===== config.mk =====
export PLATFORM = sky130hd
export DESIGN_NAME = halfwave_dc_removal_and_qualifier_flat
export DESIGN_NICKNAME = d
export VERILOG_FILES = /design/src/hdl/hdc_pkg.sv /design/src/hdl/hdc_if.sv /design/src/hdl/halfwave_dc_removal_and_qualifier.sv /design/src/hdl/hdc_window.sv /design/src/hdl/hdc_divider.sv /design/src/hdl/hdc_qualifier.sv /design/src/flat_wrapper.sv
export SDC_FILE = /design/constraint.sdc
export NUM_CORES = 2
export LEC_CHECK = 0
export ABC_AREA = 0
export BUFFER_PORTS_ARGS = -buffer_cell sky130_fd_sc_hd__buf_2
export CAP_MARGIN = 20
export CORE_ASPECT_RATIO = 0.5
export CORE_UTILIZATION = 63
export CTS_CLUSTER_SIZE = 28
export DETAILED_ROUTE_END_ITERATION = 6
export PLACE_DENSITY_LB_ADDON = 0.1
export REMOVE_ABC_BUFFERS = 1
export SYNTH_ARGS = -nofsm -noshare
export SYNTH_HDL_FRONTEND = slang
export SYNTH_HIERARCHICAL = 1
export SYNTH_SLANG_ARGS = --single-unit

===== constraint.sdc =====
create_clock -name clk_i -period 14.94 [get_ports clk_i]
set_clock_uncertainty 0.05 [all_clocks]
set_input_delay 2.988 -clock clk_i [delete_from_list [all_inputs] [get_ports clk_i]]
set_output_delay 2.988 -clock clk_i [all_outputs]
set_load 0.005 [all_outputs]

===== src/hdl/hdc_pkg.sv =====
// Shared constants, types and codes for the half-wave DC removal and qualifier.
`timescale 1ns / 1ps
`default_nettype none
package hdc_pkg;

  localparam int WindowDepth  = 256;
  localparam int SampleBits   = 12;
  localparam int SlotBits     = $clog2(WindowDepth);
  localparam int FillBits     = $clog2(WindowDepth + 1);
  localparam int SumBits      = SampleBits + SlotBits;
  localparam int DividendBits = SumBits + 4;
  localparam int DivCntBits   = $clog2(DividendBits);
  localparam int MeanBits     = SampleBits + 4;
  localparam int DiffBits     = MeanBits + 2;
  localparam int GainBits     = 16;
  localparam int ProdBits     = DiffBits + GainBits + 1;
  localparam int GainShift    = 15;
  localparam int CenterBits   = 16;
  localparam int LossBits     = 16;
  localparam int ClipBits     = 8;
  localparam int CfgIdxBits   = 3;
  localparam int CfgDataBits  = 16;

  typedef enum logic [CfgIdxBits-1:0] {
    CFG_PRESENT_LEVEL = 3'd0,
    CFG_LOSS_LIMIT    = 3'd1,
    CFG_CLIP_LEVEL    = 3'd2,
    CFG_CLIP_CONFIRM  = 3'd3,
    CFG_PU_GAIN       = 3'd4
  } cfg_idx_e;

  typedef enum logic [2:0] {
    ST_IDLE,
    ST_LOAD,
    ST_START,
    ST_DIV,
    ST_MUL,
    ST_DONE
  } state_e;

  typedef struct packed {
    logic [SampleBits-1:0] present_level;
    logic [LossBits-1:0]   loss_limit;
    logic [SampleBits-1:0] clip_level;
    logic [ClipBits-1:0]   clip_confirm;
    logic [GainBits-1:0]   pu_gain;
  } cfg_t;

  // Window control from the sequencer
  typedef struct packed {
    logic take;
    logic update;
  } win_ctrl_t;

  typedef struct packed {
    logic busy;
    logic done;
  } div_stat_t;

  typedef struct packed {
    logic lost;
    logic clipped;
  } qual_t;

endpackage
`default_nettype wire


===== src/hdl/hdc_if.sv =====
// Handshake channel interfaces: sample input, result output and register writes.
`timescale 1ns / 1ps
`default_nettype none
interface hdc_in_if;
  import hdc_pkg::*;
  logic                  valid;
  logic                  ready;
  logic [SampleBits-1:0] grid_sample;
  modport source (output valid, output grid_sample, input ready);
  modport sink (input valid, input grid_sample, output ready);
endinterface

interface hdc_out_if;
  import hdc_pkg::*;
  logic                         valid;
  logic                         ready;
  logic [MeanBits-1:0]          mean_q4;
  logic signed [CenterBits-1:0] ac_scaled;
  logic                         signal_valid;
  logic                         clipped;
  modport source (output valid, output mean_q4, output ac_scaled,
                  output signal_valid, output clipped, input ready);
  modport sink (input valid, input mean_q4, input ac_scaled,
                input signal_valid, input clipped, output ready);
endinterface

interface hdc_cfg_if;
  import hdc_pkg::*;
  logic                   valid;
  logic                   ready;
  logic [CfgIdxBits-1:0]  index;
  logic [CfgDataBits-1:0] data;
  modport source (output valid, output index, output data, input ready);
  modport sink (input valid, input index, input data, output ready);
endinterface
`default_nettype wire


===== src/hdl/halfwave_dc_removal_and_qualifier.sv =====
// An accepted sample goes through the load, start, divide, multiply and done states
// in turn; the 24-step serial divide of the Q4 sum by the fill count is the longest
// step. Input is not ready while a sample is in work.
// The result register lets the next sample enter while a result waits to be taken.
// Reset: asynchronous, active low; empty window, zero sum, signal counted as lost,
// registers at their defaults. Window contents are not cleared.
`timescale 1ns / 1ps
`default_nettype none
module halfwave_dc_removal_and_qualifier (
  input  wire logic  clk_i,
  input  wire logic  rst_ni,
  hdc_in_if.sink     in_i,
  hdc_out_if.source  out_o,
  hdc_cfg_if.sink    cfg_i
);
  import hdc_pkg::*;

  state_e state_q, state_d;
  cfg_t   cfg_q;

  logic [SampleBits-1:0]       sample_q;
  logic [MeanBits-1:0]         mean_q;
  logic signed [ProdBits-1:0]  prod_q;
  logic                        out_valid_q;
  logic [MeanBits-1:0]         out_mean_q;
  logic [CenterBits-1:0]       out_center_q;
  logic                        out_sig_q, out_clip_q;

  win_ctrl_t           win_ctrl;
  logic [SumBits-1:0]  win_sum;
  logic [FillBits-1:0] win_fill;
  logic                win_full;
  div_stat_t           div_stat;
  logic [MeanBits-1:0] div_quot;
  logic                div_start;
  qual_t               qual;

  logic in_ready, in_take, mean_load, prod_load, out_load;
  logic signed [DiffBits-1:0]              diff;
  logic signed [GainBits:0]                gain_s;
  logic signed [ProdBits-1:0]              prod_d;
  logic signed [ProdBits-GainShift-1:0]    shifted;
  logic [CenterBits-1:0]                   center_sat;

  // Register writes
  assign cfg_i.ready = 1'b1;

  always_ff @(posedge clk_i or negedge rst_ni) begin
    if (!rst_ni) begin
      cfg_q.present_level <= SampleBits'(200);
      cfg_q.loss_limit    <= LossBits'(1000);
      cfg_q.clip_level    <= SampleBits'(4000);
      cfg_q.clip_confirm  <= ClipBits'(3);
      cfg_q.pu_gain       <= GainBits'(8192);
    end else if (cfg_i.valid) begin
      unique case (cfg_i.index)
        CFG_PRESENT_LEVEL: cfg_q.present_level <= cfg_i.data[SampleBits-1:0];
        CFG_LOSS_LIMIT:    cfg_q.loss_limit    <= cfg_i.data[LossBits-1:0];
        CFG_CLIP_LEVEL:    cfg_q.clip_level    <= cfg_i.data[SampleBits-1:0];
        CFG_CLIP_CONFIRM:  cfg_q.clip_confirm  <= cfg_i.data[ClipBits-1:0];
        CFG_PU_GAIN:       cfg_q.pu_gain       <= cfg_i.data[GainBits-1:0];
        default: ;
      endcase
    end
  end

  // Sequencer: next state
  always_comb begin
    state_d = state_q;
    unique case (state_q)
      ST_IDLE:  if (in_i.valid) state_d = ST_LOAD;
      ST_LOAD:  state_d = ST_START;
      ST_START: state_d = ST_DIV;
      ST_DIV:   if (div_stat.done) state_d = ST_MUL;
      ST_MUL:   state_d = ST_DONE;
      ST_DONE:  if (!out_valid_q || out_o.ready) state_d = ST_IDLE;
      default:  state_d = ST_IDLE;
    endcase
  end

  // Sequencer: outputs
  always_comb begin
    in_ready        = 1'b0;
    win_ctrl.take   = 1'b0;
    win_ctrl.update = 1'b0;
    div_start       = 1'b0;
    mean_load       = 1'b0;
    prod_load       = 1'b0;
    out_load        = 1'b0;
    unique case (state_q)
      ST_IDLE: begin
        in_ready      = 1'b1;
        win_ctrl.take = in_i.valid;
      end
      ST_LOAD:  win_ctrl.update = 1'b1;
      ST_START: div_start = 1'b1;
      ST_DIV:   mean_load = div_stat.done;
      ST_MUL:   prod_load = 1'b1;
      ST_DONE:  out_load = !out_valid_q || out_o.ready;
      default: ;
    endcase
  end

  assign in_i.ready = in_ready;
  assign in_take    = in_i.valid && in_ready;

  always_ff @(posedge clk_i or negedge rst_ni) begin
    if (!rst_ni) begin
      state_q <= ST_IDLE;
    end else begin
      state_q <= state_d;
    end
  end

  hdc_window u_window (
    .clk_i    (clk_i),
    .rst_ni   (rst_ni),
    .ctrl_i   (win_ctrl),
    .sample_i (sample_q),
    .sum_o    (win_sum),
    .fill_o   (win_fill),
    .full_o   (win_full)
  );

  hdc_divider u_divider (
    .clk_i      (clk_i),
    .rst_ni     (rst_ni),
    .start_i    (div_start),
    .dividend_i ({win_sum, 4'b0000}),
    .divisor_i  (win_fill),
    .stat_o     (div_stat),
    .quot_o     (div_quot)
  );

  hdc_qualifier u_qualifier (
    .clk_i    (clk_i),
    .rst_ni   (rst_ni),
    .update_i (win_ctrl.update),
    .sample_i (sample_q),
    .cfg_i    (cfg_q),
    .qual_o   (qual)
  );

  // Centre and scale: (sample*16 - mean) * gain, floored by the arithmetic shift and saturated to 16 bits
  assign diff    = $signed({2'b00, sample_q, 4'b0000}) - $signed({2'b00, mean_q});
  assign gain_s  = $signed({1'b0, cfg_q.pu_gain});
  assign prod_d  = diff * gain_s;
  assign shifted = prod_q[ProdBits-1:GainShift];

  always_comb begin
    if ((&shifted[ProdBits-GainShift-1:CenterBits-1]) ||
        !(|shifted[ProdBits-GainShift-1:CenterBits-1])) begin
      center_sat = shifted[CenterBits-1:0];
    end else if (shifted[ProdBits-GainShift-1]) begin
      center_sat = {1'b1, {(CenterBits-1){1'b0}}};
    end else begin
      center_sat = {1'b0, {(CenterBits-1){1'b1}}};
    end
  end

  always_ff @(posedge clk_i) begin
    if (in_take) begin
      sample_q <= in_i.grid_sample;
    end
    if (mean_load) begin
      mean_q <= div_quot;
    end
    if (prod_load) begin
      prod_q <= prod_d;
    end
    if (out_load) begin
      out_mean_q   <= mean_q;
      out_center_q <= center_sat;
      out_sig_q    <= win_full && !qual.lost && !qual.clipped;
      out_clip_q   <= qual.clipped;
    end
  end

  always_ff @(posedge clk_i or negedge rst_ni) begin
    if (!rst_ni) begin
      out_valid_q <= 1'b0;
    end else if (out_load) begin
      out_valid_q <= 1'b1;
    end else if (out_o.ready) begin
      out_valid_q <= 1'b0;
    end
  end

  assign out_o.valid        = out_valid_q;
  assign out_o.mean_q4      = out_mean_q;
  assign out_o.ac_scaled    = $signed(out_center_q);
  assign out_o.signal_valid = out_sig_q;
  assign out_o.clipped      = out_clip_q;

endmodule
`default_nettype wire


===== src/hdl/hdc_window.sv =====
// Sliding sample window with running sum, write slot and fill count.
`timescale 1ns / 1ps
`default_nettype none
module hdc_window (
  input  wire logic                           clk_i,
  input  wire logic                           rst_ni,
  input  wire hdc_pkg::win_ctrl_t             ctrl_i,
  input  wire logic [hdc_pkg::SampleBits-1:0] sample_i,
  output logic [hdc_pkg::SumBits-1:0]         sum_o,
  output logic [hdc_pkg::FillBits-1:0]        fill_o,
  output logic                                full_o
);
  import hdc_pkg::*;

  logic [SampleBits-1:0] mem [WindowDepth];
  logic [SampleBits-1:0] old_q;
  logic [SlotBits-1:0]   slot_q, slot_d;
  logic [FillBits-1:0]   fill_q, fill_d;
  logic [SumBits-1:0]    sum_q, sum_d;
  logic                  full;

  assign full = (fill_q >= FillBits'(WindowDepth));

  always_comb begin
    slot_d = slot_q;
    fill_d = fill_q;
    sum_d  = sum_q;
    if (ctrl_i.update) begin
      slot_d = (slot_q == SlotBits'(WindowDepth - 1)) ? '0 : slot_q + 1'b1;
      if (!full) begin
        fill_d = fill_q + 1'b1;
        sum_d  = sum_q + SumBits'(sample_i);
      end else begin
        // drop the oldest sample as the new one takes its slot
        sum_d = sum_q - SumBits'(old_q) + SumBits'(sample_i);
      end
    end
  end

  always_ff @(posedge clk_i or negedge rst_ni) begin
    if (!rst_ni) begin
      slot_q <= '0;
      fill_q <= '0;
      sum_q  <= '0;
    end else begin
      slot_q <= slot_d;
      fill_q <= fill_d;
      sum_q  <= sum_d;
    end
  end

  always_ff @(posedge clk_i) begin
    if (ctrl_i.take) begin
      old_q <= mem[slot_q];
    end
  end

  always_ff @(posedge clk_i) begin
    if (ctrl_i.update) begin
      mem[slot_q] <= sample_i;
    end
  end

  assign sum_o  = sum_q;
  assign fill_o = fill_q;
  assign full_o = full;

endmodule
`default_nettype wire


===== src/hdl/hdc_divider.sv =====
// Restoring divider, one quotient bit per cycle, for the window mean.
`timescale 1ns / 1ps
`default_nettype none
module hdc_divider (
  input  wire logic                             clk_i,
  input  wire logic                             rst_ni,
  input  wire logic                             start_i,
  input  wire logic [hdc_pkg::DividendBits-1:0] dividend_i,
  input  wire logic [hdc_pkg::FillBits-1:0]     divisor_i,
  output hdc_pkg::div_stat_t                    stat_o,
  output logic [hdc_pkg::MeanBits-1:0]          quot_o
);
  import hdc_pkg::*;

  logic                    busy_q, done_q;
  logic [DivCntBits-1:0]   cnt_q;
  logic [DividendBits-1:0] dvd_q, quo_q;
  logic [FillBits-1:0]     rem_q, dvs_q;
  logic [FillBits:0]       trial, trial_sub;
  logic                    ge;
  logic [FillBits-1:0]     rem_d;

  assign trial     = {rem_q, dvd_q[DividendBits-1]};
  assign trial_sub = trial - {1'b0, dvs_q};
  assign ge        = (trial >= {1'b0, dvs_q});
  assign rem_d     = ge ? trial_sub[FillBits-1:0] : trial[FillBits-1:0];

  always_ff @(posedge clk_i or negedge rst_ni) begin
    if (!rst_ni) begin
      busy_q <= 1'b0;
      done_q <= 1'b0;
      cnt_q  <= '0;
    end else begin
      done_q <= 1'b0;
      if (start_i) begin
        busy_q <= 1'b1;
        cnt_q  <= DivCntBits'(DividendBits - 1);
      end else if (busy_q) begin
        cnt_q <= cnt_q - 1'b1;
        if (cnt_q == '0) begin
          busy_q <= 1'b0;
          done_q <= 1'b1;
        end
      end
    end
  end

  always_ff @(posedge clk_i) begin
    if (start_i) begin
      dvd_q <= dividend_i;
      dvs_q <= divisor_i;
      rem_q <= '0;
      quo_q <= '0;
    end else if (busy_q) begin
      dvd_q <= {dvd_q[DividendBits-2:0], 1'b0};
      rem_q <= rem_d;
      quo_q <= {quo_q[DividendBits-2:0], ge};
    end
  end

  assign stat_o.busy = busy_q;
  assign stat_o.done = done_q;
  // the quotient never exceeds the largest sample in Q4
  assign quot_o      = quo_q[MeanBits-1:0];

endmodule
`default_nettype wire


===== src/hdl/hdc_qualifier.sv =====
// Loss and clip run counters that qualify the input signal.
`timescale 1ns / 1ps
`default_nettype none
module hdc_qualifier (
  input  wire logic                           clk_i,
  input  wire logic                           rst_ni,
  input  wire logic                           update_i,
  input  wire logic [hdc_pkg::SampleBits-1:0] sample_i,
  input  wire hdc_pkg::cfg_t                  cfg_i,
  output hdc_pkg::qual_t                      qual_o
);
  import hdc_pkg::*;

  logic [LossBits-1:0] since_q, since_d;
  logic [ClipBits-1:0] clip_q, clip_d;

  always_comb begin
    since_d = since_q;
    clip_d  = clip_q;
    if (update_i) begin
      if (sample_i >= cfg_i.present_level) begin
        since_d = '0;
      end else if (since_q < cfg_i.loss_limit) begin
        since_d = since_q + 1'b1;
      end
      if (sample_i >= cfg_i.clip_level) begin
        if (clip_q < cfg_i.clip_confirm) begin
          clip_d = clip_q + 1'b1;
        end
      end else begin
        clip_d = '0;
      end
    end
  end

  always_ff @(posedge clk_i or negedge rst_ni) begin
    if (!rst_ni) begin
      since_q <= '1;
      clip_q  <= '0;
    end else begin
      since_q <= since_d;
      clip_q  <= clip_d;
    end
  end

  assign qual_o.lost    = (since_q >= cfg_i.loss_limit);
  assign qual_o.clipped = (clip_q >= cfg_i.clip_confirm);

endmodule
`default_nettype wire


===== src/flat_wrapper.sv =====
// flat-port wrapper written by rule: the top's interface ports become plain ports
module halfwave_dc_removal_and_qualifier_flat import hdc_pkg::*;
  (clk_i, rst_ni, in_i_valid, in_i_grid_sample, in_i_ready, out_o_valid, out_o_mean_q4, out_o_ac_scaled, out_o_signal_valid, out_o_clipped, out_o_ready, cfg_i_valid, cfg_i_index, cfg_i_data, cfg_i_ready);
  hdc_in_if in_i_i ();
  hdc_out_if out_o_i ();
  hdc_cfg_if cfg_i_i ();
  input  wire logic clk_i;
  input  wire logic rst_ni;
  input wire logic [$bits(in_i_i.valid)-1:0] in_i_valid;
  input wire logic [$bits(in_i_i.grid_sample)-1:0] in_i_grid_sample;
  output wire logic [$bits(in_i_i.ready)-1:0] in_i_ready;
  output wire logic [$bits(out_o_i.valid)-1:0] out_o_valid;
  output wire logic [$bits(out_o_i.mean_q4)-1:0] out_o_mean_q4;
  output wire logic [$bits(out_o_i.ac_scaled)-1:0] out_o_ac_scaled;
  output wire logic [$bits(out_o_i.signal_valid)-1:0] out_o_signal_valid;
  output wire logic [$bits(out_o_i.clipped)-1:0] out_o_clipped;
  input wire logic [$bits(out_o_i.ready)-1:0] out_o_ready;
  input wire logic [$bits(cfg_i_i.valid)-1:0] cfg_i_valid;
  input wire logic [$bits(cfg_i_i.index)-1:0] cfg_i_index;
  input wire logic [$bits(cfg_i_i.data)-1:0] cfg_i_data;
  output wire logic [$bits(cfg_i_i.ready)-1:0] cfg_i_ready;
  assign in_i_i.valid = in_i_valid;
  assign in_i_i.grid_sample = in_i_grid_sample;
  assign in_i_ready = in_i_i.ready;
  assign out_o_valid = out_o_i.valid;
  assign out_o_mean_q4 = out_o_i.mean_q4;
  assign out_o_ac_scaled = out_o_i.ac_scaled;
  assign out_o_signal_valid = out_o_i.signal_valid;
  assign out_o_clipped = out_o_i.clipped;
  assign out_o_i.ready = out_o_ready;
  assign cfg_i_i.valid = cfg_i_valid;
  assign cfg_i_i.index = cfg_i_index;
  assign cfg_i_i.data = cfg_i_data;
  assign cfg_i_ready = cfg_i_i.ready;
  halfwave_dc_removal_and_qualifier u_core (.clk_i(clk_i), .rst_ni(rst_ni), .in_i(in_i_i), .out_o(out_o_i), .cfg_i(cfg_i_i));
endmodule

==> metrics.yaml <==
timing:
  period_share_pct: 62.2
  rsz0062_at_grt: "false"
  slew_violations: 0
  worst_pin_slew_ps: 1200
  fin_crit_ps: 9290
  slew_headroom_pct: 19.8
  finalHoldViolCount: 0
  setup_tns_ps: 0
  max_freq_mhz: 108
  setup_viol: 0
floorplanning:
  start_util_pct: 63.7
  die_x_um: 678
  rows: 123
  die_h_um: 340
  core_um2: 226000
  die_area_um2: 231000
  ioPinCount: 73
routing:
  avgRoutedWirePerCell_um: 32.3
  dr.pass1.iters: 7
  dr_total_vias: 73894
  drtIter0Drc: 9649
  drc: 4
  postRouteAntennaNets: 0
  via_per_inst: 6.69
  wirelength_um: 357000
finish:
  final_cell_mix: "3198 x edfxtp_1, 962 x mux4_2, 512 x inv_1"
  final_common_cell: "edfxtp_1"
  area_delta_synth_final_pct: 10.5
  nFillCells: 13516
  nets: 8346
  drive_gt1_share_pct: 25.2
  fin_cells: 11050
clock_network:
  clock_sinks: 3359
  tritoncts: "done"
  htree_levels: 5
  clkLatencyLatePin_ps: 880
  cts_hold_buffers: 0
  post_cts_buffers: 0
  clk_pin_slew_ps: 70
  clk_path_buf_depth: 4
  cts_buffers: 291
  cts.root.buffer_cell: "clkbuf_16"
  cts_resized: 0
critical_path:
  crit_type: "reg2reg"
  end_kind: "register"
  cp_num_buf_inv: 4
  slowest_delay_ps: 780
  slowest_stage: "fa_1"
  cpMostUsedCell: "fa_1"
  worstPathMaxFanout: 166
  critPathTopFamily: "adder cells"
  crit_path_start_kind: "register"
  cp.arrival_ps: 9790
  crit_required_ps: 15440
logic_synthesis:
  avgSynthCellArea_um2: 19.3
  synth_area_um2: 144000
  syn_inst: 7450
  synth_warnings: 6
place:
  dpl.cell_count: 10504
  place_congestion: 0.889
  place_hpwl_um: 220000
  port_buffers: 71
pwr:
  leakage_nw: 53.1
  peakVddDrop_mv: 0.821
  p_total_mw: 34.7
  p_per_area_nw_per_um2: 218
global_route:
  track_usage_pct: 31.3
  grt-ovfl-total: 0
  grt_pass1_vias: 75099
  grt_first_pass_wirelength_um: 520000
  grt_max_degree: 199
  antenna_found_initial: 20
hold_path:
  hold_class: "reg2reg"
status:
  violations: "DRC"
  status: "finished with violations"
run:
  drv_cap: 0
## routing by layer
layer	wire length, µm	track usage (%)	part of all wire [%]	vias to the layer above
li1	-	-	-	30058
met1	137000	45.0	38	39065
met2	166000	48.0	46	4151
met3	43900	9.27	12	604
met4	10400	8.53	2.9	16
met5	192	0.243	0.054	-
## registers in the layout (all words and copies together), names as in the netlist, 16 cells and up
register	count
u_core/cfg_q	64
u_core/mean_q	16
u_core/out_o.ac_scaled	16
u_core/out_o.mean_q4	16
u_core/prod_q	19
u_core/u_divider/dvd_q	24
u_core/u_divider/quo_q	16
u_core/u_qualifier/since_q	16
u_core/u_window/mem	3072
u_core/u_window/sum_o	20
## layout make-up
cell class	instances	area (µm²)	area share, %
Timing Repair Buffer	437	3450	2.17
Tap cell	3000	3750	2.36
Sequential cell	3359	100000	62.8
Clock buffer	364	7780	4.88
Antenna cell	11	27.5	0.0173
Multi-Input combinational cell	3215	40700	25.6
Clock inverter	152	1540	0.968
Inverter	512	1920	1.21
## where the power goes
group / internal [mW] / switching, mW
clock: 4.21 / 3.34
sequential: 10.9 / 0.237
combinational: 7.08 / 8.98
total: 22.2 / 12.6
## final timing paths
kind | startpoint | to | slack [ps] | cells past startpoint
min | u_core/u_divider/quo_q[15] | u_core/mean_q[15] | 390 | 0
max | u_core/sample_q[4] | u_core/prod_q[33] | 5650 | 25
min in group asynchronous | rst_ni | u_core/u_divider/cnt_q[3] | 2010 | 1
max reg2reg | u_core/sample_q[4] | u_core/prod_q[33] | 5650 | 25
max in group asynchronous | rst_ni | u_core/cfg_q[51] | 11030 | 3
min reg2reg | u_core/u_divider/quo_q[15] | u_core/mean_q[15] | 390 | 0
## per-stage QoR
step           util, %  cell area [µm²]  hold WS, ps  setup slack (ps)
4_1_cts           70.3           159000          387              5570
6_report          70.4           159000          388              5650
5_1_grt           70.4           159000          407              5130
2_1_floorplan        -           142000          358            -17020
3_3_place_gp      66.1           149000          366              5820
3_5_place_dp      66.2           150000          369              5640
(Power assumes the default switching activity.)
